$ cat config.mk
export PLATFORM = sky130hd
export DESIGN_NAME = biquad_bandpass_cascade_flat
export DESIGN_NICKNAME = d
export VERILOG_FILES = /design/src/rtl/bbc_pkg.sv /design/src/rtl/bbc_if.sv /design/src/rtl/biquad_bandpass_cascade.sv /design/src/flat_wrapper.sv
export SDC_FILE = /design/constraint.sdc
export NUM_CORES = 2
export LEC_CHECK = 0
export BUFFER_PORTS_ARGS = -buffer_cell sky130_fd_sc_hd__buf_2
export CAP_MARGIN = 5
export CORE_ASPECT_RATIO = 1.5
export CORE_MARGIN = 10
export CORE_UTILIZATION = 65
export CTS_BUF_LIST = sky130_fd_sc_hd__clkbuf_4 sky130_fd_sc_hd__clkbuf_8
export DETAILED_ROUTE_END_ITERATION = 8
export PLACE_DENSITY_LB_ADDON = 0.15
export SETUP_SLACK_MARGIN = 0.05
export SLEW_MARGIN = 20
export SYNTH_ARGS = -nofsm -noshare
export SYNTH_HDL_FRONTEND = slang
export SYNTH_SLANG_ARGS = --single-unit
$ cat constraint.sdc
create_clock -name clk -period 15.3 [get_ports clk]
set_input_delay 1.53 -clock clk [delete_from_list [all_inputs] [get_ports clk]]
set_output_delay 1.53 -clock clk [all_outputs]
set_load 0.02 [all_outputs]
$ cat src/rtl/bbc_pkg.sv
// bbc_pkg: shared constants for the band-pass biquad cascade
// coefficient format, configuration register indexes and term codes
// no dependencies
package bbc_pkg;

    // coefficient registers are signed, fixed at 32 bits
    localparam int COEF_W    = 32;
    localparam int CFG_IDX_W = 3;

    // configuration register indexes
    localparam logic [CFG_IDX_W-1:0] REG_HP_B0 = 3'd0;
    localparam logic [CFG_IDX_W-1:0] REG_HP_A1 = 3'd1;
    localparam logic [CFG_IDX_W-1:0] REG_HP_A2 = 3'd2;
    localparam logic [CFG_IDX_W-1:0] REG_LP_B0 = 3'd3;
    localparam logic [CFG_IDX_W-1:0] REG_LP_A1 = 3'd4;
    localparam logic [CFG_IDX_W-1:0] REG_LP_A2 = 3'd5;

    // per-section multiply-accumulate terms, in issue order
    localparam int TERM_W = 3;
    localparam logic [TERM_W-1:0] TERM_X0 = 3'd0;
    localparam logic [TERM_W-1:0] TERM_X1 = 3'd1;
    localparam logic [TERM_W-1:0] TERM_X2 = 3'd2;
    localparam logic [TERM_W-1:0] TERM_Y1 = 3'd3;
    localparam logic [TERM_W-1:0] TERM_Y2 = 3'd4;

    // section select
    localparam logic SECT_HP = 1'b0;
    localparam logic SECT_LP = 1'b1;

endpackage

$ cat src/rtl/bbc_if.sv
// bbc_if: valid/ready channels carrying one audio sample per request
// sample_in_if feeds the filter, sample_out_if carries its result
// no dependencies
interface sample_in_if #(
    parameter int WIDTH = 24
);
    logic                    valid;
    logic                    ready;
    logic signed [WIDTH-1:0] sample_in;

    modport source (output valid, output sample_in, input ready);
    modport sink   (input valid, input sample_in, output ready);
endinterface

interface sample_out_if #(
    parameter int WIDTH = 24
);
    logic                    valid;
    logic                    ready;
    logic signed [WIDTH-1:0] sample_out;

    modport source (output valid, output sample_out, input ready);
    modport sink   (input valid, input sample_out, output ready);
endinterface

$ cat src/rtl/biquad_bandpass_cascade.sv
// biquad_bandpass_cascade: high-pass biquad followed by low-pass biquad, direct form I
// depends on bbc_pkg and the channel interfaces in bbc_if.sv
//
// in_ch carries one signed sample per request, out_ch returns one filtered sample
// per request. coefficients (Q2.30 by default) are written through cfg_we, cfg_index
// and cfg_data while no request is in flight; an unknown index is ignored.
// one signed 32 x SAMPLE_BITS multiplier with a registered product is shared by all
// ten terms of both sections; a small sequencer issues five products per section,
// adds each into a wide accumulator in the next cycle, then rounds and saturates.
// a request is taken only when the sequencer is idle, and its result is loaded into
// the out_ch output register after the low-pass rounding step; only then does the
// sequencer return to idle, so no new sample is taken before the last one is through.
// the result sits in an output register: the next request is still accepted while
// out_ch is stalled, and the sequencer waits at the last rounding step until the
// output register is free.
// reset clears all coefficients, the sample histories and the output valid.
module biquad_bandpass_cascade
    import bbc_pkg::*;
#(
    parameter int SAMPLE_BITS    = 24,
    parameter int COEF_FRAC_BITS = 30
)(
    input  logic                 clk,
    input  logic                 rst_n,
    sample_in_if.sink            in_ch,
    sample_out_if.source         out_ch,
    input  logic                 cfg_we,
    input  logic [CFG_IDX_W-1:0] cfg_index,
    input  logic [COEF_W-1:0]    cfg_data
);

    localparam int PROD_W = COEF_W + SAMPLE_BITS;
    localparam int ACC_W  = PROD_W + 3;
    localparam int Q_W    = ACC_W - COEF_FRAC_BITS;

    // sequencer states
    localparam logic [1:0] ST_IDLE  = 2'd0;
    localparam logic [1:0] ST_MAC   = 2'd1;
    localparam logic [1:0] ST_DRAIN = 2'd2;
    localparam logic [1:0] ST_SAT   = 2'd3;

    localparam logic signed [ACC_W-1:0] ROUND_CONST =
        {{(ACC_W-1){1'b0}}, 1'b1} << (COEF_FRAC_BITS - 1);
    localparam logic signed [Q_W-1:0] SAT_MAX = {{(Q_W-SAMPLE_BITS+1){1'b0}},
                                                 {(SAMPLE_BITS-1){1'b1}}};
    localparam logic signed [Q_W-1:0] SAT_MIN = {{(Q_W-SAMPLE_BITS+1){1'b1}},
                                                 {(SAMPLE_BITS-1){1'b0}}};

    // coefficient registers
    logic signed [COEF_W-1:0] hp_b0_reg, hp_a1_reg, hp_a2_reg;
    logic signed [COEF_W-1:0] lp_b0_reg, lp_a1_reg, lp_a2_reg;

    // sample histories and the current item
    logic signed [SAMPLE_BITS-1:0] x_reg, m_reg;
    logic signed [SAMPLE_BITS-1:0] in_hist1_reg, in_hist2_reg;
    logic signed [SAMPLE_BITS-1:0] mid_hist1_reg, mid_hist2_reg;
    logic signed [SAMPLE_BITS-1:0] out_hist1_reg, out_hist2_reg;

    // sequencer and datapath
    logic [1:0]              state_reg, state_next;
    logic [TERM_W-1:0]       term_reg, term_d_reg;
    logic                    sect_reg;
    logic                    prod_vld_reg;
    logic signed [PROD_W-1:0] prod_reg;
    logic signed [ACC_W-1:0]  acc_reg;

    logic                    out_valid_reg;
    logic signed [SAMPLE_BITS-1:0] out_sample_reg;

    logic signed [COEF_W-1:0]      mul_coef;
    logic signed [SAMPLE_BITS-1:0] mul_smp;
    logic signed [ACC_W-1:0]       prod_ext, term_val;
    logic                          term_neg;
    logic signed [Q_W-1:0]         q_val;
    logic signed [SAMPLE_BITS-1:0] sat_val;
    logic                          in_fire, sat_hold;

    assign in_ch.ready       = (state_reg == ST_IDLE);
    assign in_fire           = in_ch.valid && in_ch.ready;
    assign out_ch.valid      = out_valid_reg;
    assign out_ch.sample_out = out_sample_reg;

    // configuration writes
    always_ff @(posedge clk or negedge rst_n)
    begin
        if (!rst_n)
        begin
            hp_b0_reg <= '0;
            hp_a1_reg <= '0;
            hp_a2_reg <= '0;
            lp_b0_reg <= '0;
            lp_a1_reg <= '0;
            lp_a2_reg <= '0;
        end
        else if (cfg_we)
        begin
            case (cfg_index)
                REG_HP_B0: hp_b0_reg <= cfg_data;
                REG_HP_A1: hp_a1_reg <= cfg_data;
                REG_HP_A2: hp_a2_reg <= cfg_data;
                REG_LP_B0: lp_b0_reg <= cfg_data;
                REG_LP_A1: lp_a1_reg <= cfg_data;
                REG_LP_A2: lp_a2_reg <= cfg_data;
                default: ;
            endcase
        end
    end

    // operand select for the shared multiplier
    always_comb
    begin
        mul_coef = hp_b0_reg;
        mul_smp  = x_reg;
        case (term_reg)
            TERM_X0:
            begin
                mul_coef = (sect_reg == SECT_HP) ? hp_b0_reg : lp_b0_reg;
                mul_smp  = (sect_reg == SECT_HP) ? x_reg : m_reg;
            end
            TERM_X1:
            begin
                mul_coef = (sect_reg == SECT_HP) ? hp_b0_reg : lp_b0_reg;
                mul_smp  = (sect_reg == SECT_HP) ? in_hist1_reg : mid_hist1_reg;
            end
            TERM_X2:
            begin
                mul_coef = (sect_reg == SECT_HP) ? hp_b0_reg : lp_b0_reg;
                mul_smp  = (sect_reg == SECT_HP) ? in_hist2_reg : mid_hist2_reg;
            end
            TERM_Y1:
            begin
                mul_coef = (sect_reg == SECT_HP) ? hp_a1_reg : lp_a1_reg;
                mul_smp  = (sect_reg == SECT_HP) ? mid_hist1_reg : out_hist1_reg;
            end
            TERM_Y2:
            begin
                mul_coef = (sect_reg == SECT_HP) ? hp_a2_reg : lp_a2_reg;
                mul_smp  = (sect_reg == SECT_HP) ? mid_hist2_reg : out_hist2_reg;
            end
            default: ;
        endcase
    end

    // scale and sign of the registered product
    always_comb
    begin
        prod_ext = {{(ACC_W-PROD_W){prod_reg[PROD_W-1]}}, prod_reg};
        term_val = (term_d_reg == TERM_X1) ? (prod_ext <<< 1) : prod_ext;
        term_neg = ((term_d_reg == TERM_X1) && (sect_reg == SECT_HP))
                   || (term_d_reg == TERM_Y1) || (term_d_reg == TERM_Y2);
    end

    // round by shift, then clamp to the sample range
    always_comb
    begin
        q_val = Q_W'(acc_reg >>> COEF_FRAC_BITS);
        if (q_val > SAT_MAX)
            sat_val = SAT_MAX[SAMPLE_BITS-1:0];
        else if (q_val < SAT_MIN)
            sat_val = SAT_MIN[SAMPLE_BITS-1:0];
        else
            sat_val = q_val[SAMPLE_BITS-1:0];
    end

    // the low-pass result waits while the output register is still full
    assign sat_hold = (sect_reg == SECT_LP) && out_valid_reg && !out_ch.ready;

    // next state
    always_comb
    begin
        state_next = state_reg;
        case (state_reg)
            ST_IDLE:  if (in_fire) state_next = ST_MAC;
            ST_MAC:   if (term_reg == TERM_Y2) state_next = ST_DRAIN;
            ST_DRAIN: state_next = ST_SAT;
            ST_SAT:
            begin
                if (sect_reg == SECT_HP)
                    state_next = ST_MAC;
                else if (!sat_hold)
                    state_next = ST_IDLE;
            end
            default:  state_next = ST_IDLE;
        endcase
    end

    // sequencer control
    always_ff @(posedge clk or negedge rst_n)
    begin
        if (!rst_n)
        begin
            state_reg    <= ST_IDLE;
            term_reg     <= TERM_X0;
            term_d_reg   <= TERM_X0;
            sect_reg     <= SECT_HP;
            prod_vld_reg <= 1'b0;
        end
        else
        begin
            state_reg    <= state_next;
            prod_vld_reg <= (state_reg == ST_MAC);
            if (state_reg == ST_MAC)
            begin
                term_d_reg <= term_reg;
                term_reg   <= term_reg + TERM_W'(1);
            end
            if (in_fire)
            begin
                term_reg <= TERM_X0;
                sect_reg <= SECT_HP;
            end
            else if ((state_reg == ST_SAT) && (sect_reg == SECT_HP))
            begin
                term_reg <= TERM_X0;
                sect_reg <= SECT_LP;
            end
        end
    end

    // multiplier, accumulator and current samples
    always_ff @(posedge clk)
    begin
        if (state_reg == ST_MAC)
            prod_reg <= PROD_W'(mul_coef) * PROD_W'(mul_smp);
        if (in_fire)
        begin
            x_reg   <= in_ch.sample_in;
            acc_reg <= ROUND_CONST;
        end
        else if ((state_reg == ST_SAT) && (sect_reg == SECT_HP))
        begin
            m_reg   <= sat_val;
            acc_reg <= ROUND_CONST;
        end
        else if (prod_vld_reg)
        begin
            acc_reg <= term_neg ? (acc_reg - term_val) : (acc_reg + term_val);
        end
    end

    // histories advance once the low-pass result is delivered to the output register
    always_ff @(posedge clk or negedge rst_n)
    begin
        if (!rst_n)
        begin
            in_hist1_reg  <= '0;
            in_hist2_reg  <= '0;
            mid_hist1_reg <= '0;
            mid_hist2_reg <= '0;
            out_hist1_reg <= '0;
            out_hist2_reg <= '0;
        end
        else if ((state_reg == ST_SAT) && (sect_reg == SECT_LP) && !sat_hold)
        begin
            in_hist2_reg  <= in_hist1_reg;
            in_hist1_reg  <= x_reg;
            mid_hist2_reg <= mid_hist1_reg;
            mid_hist1_reg <= m_reg;
            out_hist2_reg <= out_hist1_reg;
            out_hist1_reg <= sat_val;
        end
    end

    // output register
    always_ff @(posedge clk or negedge rst_n)
    begin
        if (!rst_n)
        begin
            out_valid_reg <= 1'b0;
        end
        else if ((state_reg == ST_SAT) && (sect_reg == SECT_LP) && !sat_hold)
        begin
            out_valid_reg <= 1'b1;
        end
        else if (out_ch.ready)
        begin
            out_valid_reg <= 1'b0;
        end
    end

    always_ff @(posedge clk)
    begin
        if ((state_reg == ST_SAT) && (sect_reg == SECT_LP) && !sat_hold)
            out_sample_reg <= sat_val;
    end

endmodule
$ cat src/flat_wrapper.sv
// flat-port wrapper written by rule: the top's interface ports become plain ports
module biquad_bandpass_cascade_flat import bbc_pkg::*;
#(
    parameter int SAMPLE_BITS    = 24,
    parameter int COEF_FRAC_BITS = 30
)
  (clk, rst_n, cfg_we, cfg_index, cfg_data, in_ch_valid, in_ch_sample_in, in_ch_ready, out_ch_valid, out_ch_sample_out, out_ch_ready);
  sample_in_if in_ch_i ();
  sample_out_if out_ch_i ();
  input  logic clk;
  input  logic rst_n;
  input  logic cfg_we;
  input  logic [CFG_IDX_W-1:0] cfg_index;
  input  logic [COEF_W-1:0] cfg_data;
  input wire logic [$bits(in_ch_i.valid)-1:0] in_ch_valid;
  input wire logic [$bits(in_ch_i.sample_in)-1:0] in_ch_sample_in;
  output wire logic [$bits(in_ch_i.ready)-1:0] in_ch_ready;
  output wire logic [$bits(out_ch_i.valid)-1:0] out_ch_valid;
  output wire logic [$bits(out_ch_i.sample_out)-1:0] out_ch_sample_out;
  input wire logic [$bits(out_ch_i.ready)-1:0] out_ch_ready;
  assign in_ch_i.valid = in_ch_valid;
  assign in_ch_i.sample_in = in_ch_sample_in;
  assign in_ch_ready = in_ch_i.ready;
  assign out_ch_valid = out_ch_i.valid;
  assign out_ch_sample_out = out_ch_i.sample_out;
  assign out_ch_i.ready = out_ch_ready;
  biquad_bandpass_cascade #(.SAMPLE_BITS(SAMPLE_BITS), .COEF_FRAC_BITS(COEF_FRAC_BITS)) u_core (.clk(clk), .rst_n(rst_n), .in_ch(in_ch_i), .out_ch(out_ch_i), .cfg_we(cfg_we), .cfg_index(cfg_index), .cfg_data(cfg_data));
endmodule
# After elaboration in Yosys (flattened, before gate mapping)
# Index checks and enable logic that the tools add are counted.
[totals]
reg_bits = 534
latchBits = 0
mem_bits_rw = 0
mem_bits_ro = 0
inputBits = 64
out_inout_bits = 26
n_memories = 0
[op_classes]
addsub = 3
n_mul = 1
div = 0
order_cmp = 2
eq_ne = 18
shifts = 0
n_mux = 26
bitwise = 2
n_reduce_logical = 27
[ops]
columns = ["cell", "n"]
rows = [
  ["$mux W24", 7],
  ["$pmux W24 S5", 1],
  ["$mux W32", 3],
  ["$pmux W32 S3", 1],
  ["$add A59 B57 Y59", 1],
  ["$mux W59", 1],
  ["$sub A59 B57 Y59", 1],
  ["$mul A32 B24 Y56", 1],
  ["$mux W56", 1],
  ["$gt A29 B24 Y1 const B", 1],
  ["$lt A29 B24 Y1 const B", 1],
  ["$eq A3 B2 Y1 const B", 5],
  ["$reduce_and A2 Y1", 7],
  ["$eq A3 B3 Y1 const B", 4],
  ["$eq A3 B1 Y1 const B", 3],
  ["$mux W3", 3],
  ["$mux W2", 4],
  ["$pmux W2 S4", 1],
  ["$logic_and A1 B1 Y1", 7],
  ["$logic_not A3 Y1", 2],
  ["$eq A2 B2 Y1 const B", 2],
  ["$mux W1", 4],
  ["$reduce_bool A2 Y1", 2],
  ["$add A3 B1 Y3 const B", 1],
  ["12 further kinds", 15],
]

# Logic depth before layout (Yosys ltp)
[logic_depth]
word_depth = 5
depth_mapped = 39
ltp_nobuf = 35

# Worst setup path before layout
# Ideal clock, no wire load.
[synth_path]
path_type = "register to register"
from = "register u_core.term_reg[2]"
to = "register u_core.prod_reg[54], data pin"
setup_ns = 0.258
arrival_ns = 9.289
required_time_ns = 15.042
setup_slack_ns = 5.753
path_stages_with_launch = 36
path_buffers = 6
path_cell_list = "dfrtp_1 -> buf_1 -> clkbuf_1 -> inv_1 -> ha_1 -> clkbuf_1 -> or3_1 -> o31ai_1 -> clkbuf_1 -> a21o_1 -> clkbuf_1 -> buf_1 -> nand2_1 -> fa_1 -> inv_1 -> fa_1 -> inv_1 -> fa_1 -> inv_1 -> fa_1 -> fa_1 -> fa_1 -> inv_1 -> fa_1 -> inv_1 -> ha_1 -> a21o_1 -> a21o_1 -> a21oi_1 -> o21ai_0 -> or4_1 -> nand4_1 -> a31oi_1 -> a311o_1 -> a21oi_1 -> xnor2_1"
[synth_via]
elab_chain_len = 4
word_cells_on_any_way = 9
[synth_rtl]
columns = ["item", "line_no", "rtl"]
rows = [
  ["from (decl)", "biquad_bandpass_cascade.sv:61", "logic [TERM_W-1:0] term_reg, term_d_reg;"],
  ["from (signal assigned)", "biquad_bandpass_cascade.sv:205", "term_reg <= term_reg + TERM_W'(1);"],
  ["$eq A3 B1 Y1 (tied with other cells)", "biquad_bandpass_cascade.sv:114", "case (term_reg)"],
  ["$reduce_or A3 Y1 (no line)", "n/a", ""],
  ["$pmux W32 S3", "biquad_bandpass_cascade.sv:114", ""],
  ["$mul A32 B24 Y56 (*)", "biquad_bandpass_cascade.sv:224", "prod_reg <= PROD_W'(mul_coef) * PROD_W'(mul_smp);"],
  ["to (signal assigned)", "biquad_bandpass_cascade.sv:224", ""],
  ["to (decl)", "biquad_bandpass_cascade.sv:64", "logic signed [PROD_W-1:0] prod_reg;"],
]
# Every way passes the cells marked *; elsewhere a longest branch is shown, timed or not.
# A chain may end at the register's enable or synchronous reset.

# Worst setup path after layout
# Ends and elaborated chain as after synthesis.

==> flow_summary.toml <==
[worst_setup_path]
path_common_cell = "fa_1"
cp_max_fo = 64
timing.rr.start = "u_core.term_reg[2]$_DFFE_PN0P_"
regToRegSetupSlack_ps = 3850
worstPathArrival_ps = 11940
critPathLaunchType = "flop"
crit_path_end_kind = "flop"
worstPathRequired_ps = 15790
reg2reg_to = "u_core.prod_reg[54]$_DFFE_PP_"
rr_worst_depth = 33
cp_slowest_cell = "dfrtp_1"
path_class = "reg -> reg"
cpPeakStageDelay_ps = 900

[detailed_routing]
wl_per_cell_um = 23.50
drc_errors = 0
ant_nets = 0
dr.pass1.iters = 8
drt-vias-per-instance = 6.205
vias = 41770
wl_um = 158200
drt-initial-drc-count = 3488

[cells_and_area]
largest_reg_flops = 59
nets = 6604
fin_cells = 6732
fill_cells = 6499
drive_above_1_share = 0.1316
syn_to_final_growth_pct = 6.008
final_area_mm2 = 0.05784

[placed_design]
dpl_cell_area_mm2 = 0.05596
portBuffers = 89
dp.cells = 6575
hpwlAfterDp_um = 118200
gp_congestion = 0.9895

[grt]
top_usage_layer = "met2"
met2_usage = 0.5701
grt_use_met3 = 0.05337
gr-usage-all-layers = 0.3327
overflow = 0
use_met1 = 0.3640
grt_max_degree = 183
grt_antenna_before_repair = 2
grt_pass1_wl_um = 246800
grt_pass1_vias = 44000

[worst_hold_path]
hp-class = "reg -> reg"
whs_path_depth = 2
min_from = "u_core.acc_reg[25]$_SDFFE_PP0P_"
min_to = "u_core.acc_reg[25]$_SDFFE_PP0P_"

[yosys]
yosys-top-cells-area = "fa_1, dfrtp_1, mux2_2, edfxtp_1, inv_1"
synth_common_cells = "inv_1, fa_1, nand2_1, nor2_1, mux2_2"
yosysWarningCount = 0
syn-num-nets = 6680
ys_async_sr_fraction = 0.6498
syn_area_per_cell_um2 = 9.717
synth-seq-cells = 534
netlist_area_mm2 = 0.05456
netlist.area_leader.share = 0.2877
post-synth-top-count-cell = "inv_1"
synth-seq-area-share = 0.2512
synth_edf_count = 128
synth_largest_area_cell = "fa_1"
ys.flop_type = "dfrtp_1"
postSynthCellCount = 5615
yosysUniqueCellTypes = 76

[floorplanning]
fp.dieArea_mm2 = 0.09617
io_pins = 90
die_height_um = 374.8
core-area_mm2 = 0.08344
initial_core_util = 0.6539
num_rows = 130
die_w_um = 256.6

[clocking]
cts_max_path_buffers = 3
cts_root_buf = "clkbuf_8"
clock_sinks = 534
cts_tree = "done"
clkSlewWorstSetupHoldPaths_ps = 70
holdBufCountCts = 0
cts_resized = 0
cts.htree.levels = 3
cts_inserted_buffers = 83
post_cts_buffers = 0
clk_latency_ps = 760

[job]
drv_cap = 0

[timing]
setup_viol = 0
hold_viol = 0
tns_ps = 0
drv_slew = 0
skew_ps = 48.09
period_needed_ps = 11450
hold-worst-slack_ps = 483.4
final.period_utilization = 0.7483
fmax_ghz = 0.08735
tightest_slew_ps = 1190
maxSlewHeadroom = 0.2070
rsz0062_at_grt = "no"

[run_status]
outcome = "finished clean"
## stage by stage
stage / utilization / worst slack (ps)
after floorplan: - / 5753
after global placement: 0.6707 / 4118
after detailed placement: 0.6707 / 4003
after CTS: 0.6926 / 3978
after global routing: 0.6931 / 3320
final: 0.6931 / 3852
## worst max path at each step
| stage | from | to | slack (ps) | cells past startpoint |
|---|---|---|---|---|
| detailed placement | u_core.term_reg[2]$_DFFE_PN0P_ | u_core.prod_reg[54]$_DFFE_PP_ | 4000 | 33 |
| global placement | u_core.term_reg[2]$_DFFE_PN0P_ | u_core.prod_reg[54]$_DFFE_PP_ | 4120 | 33 |
| global route | u_core.term_reg[2]$_DFFE_PN0P_ | u_core.prod_reg[53]$_DFFE_PP_ | 3320 | 33 |
| CTS | u_core.term_reg[2]$_DFFE_PN0P_ | u_core.prod_reg[54]$_DFFE_PP_ | 3980 | 33 |
| finish | u_core.term_reg[2]$_DFFE_PN0P_ | u_core.prod_reg[54]$_DFFE_PP_ | 3850 | 33 |
| floorplan | u_core.term_reg[2]$_DFFE_PN0P_ | u_core.prod_reg[54]$_DFFE_PP_ | 5750 | 35 |
## worst max-delay path: cells and delay by family (launching register included)
| family | cells | cell delay, ps |
|---|---|---|
| AOI/OAI and AO/OA | 9 | 1730 |
| xor gates and xnor gates | 1 | 90 |
| adders and majority gates | 9 | 4550 |
| buffers and inverters | 9 | 1910 |
| DFF | 1 | 900 |
| and+or+nand+nor | 5 | 1940 |
## layout make-up
cell class	instances	area (µm²)	area share
antenna	4	10.01	0.0001731
clock buffer	125	1545	0.02672
multi-input combinational	3905	36660	0.6338
tap	1122	1404	0.02427
timing repair buffer	155	996.0	0.01722
inverter	860	3228	0.05581
clock inverter	27	284.0	0.004911
sequential	534	13710	0.2371
## metal layers
layer	vias to the layer above	wire length, µm
met5	-	0
met4	0	14540
met3	685	11050
met2	1923	78830
met1	21050	53780
li1	18110	-
## logic make-up after synthesis
group	after synthesis	share of synthesized area
AO/OA/AOI/OAI	877	0.1065
XOR/XNOR	138	0.02215
adder cells (fa/ha/maj)	1001	0.3374
buffers and inverters	1176	0.08104
flip-flops	534	0.2512
multiplexers	417	0.08506
AND/OR/NAND/NOR	1472	0.1166
## cells in the final DEF, fill, tap and decap left out, types with 14 or more instances in the layout
cell type  instances
a21o_1           107
inv_1            860
nand2_1          720
a211oi_1          27
edfxtp_1         128
nor2b_1           37
xor2_1            38
or3_1             17
nand4_1           26
and2_1            42
xnor2_1          100
buf_2             88
o211ai_1          37
a222oi_1          23
o21bai_1          19
dfxtp_1           59
o21ai_0          140
o21a_1            26
fa_1             784
dfrtp_1          345
mux2i_1           53
buf_4             63
mux2_2           363
a211o_1           14
ha_1             215
nor3_1            30
or2_2             18
a21oi_1          233
or4_1             16
a22oi_1           48
clkbuf_4          28
a31oi_1           53
a221oi_1          39
nand2b_1          34
nor2_1           412
clkbuf_8          97
nand3_1           58
Power is not shown: default switching activity piles up to over one toggle a cycle in this logic, so the estimate is an artifact.
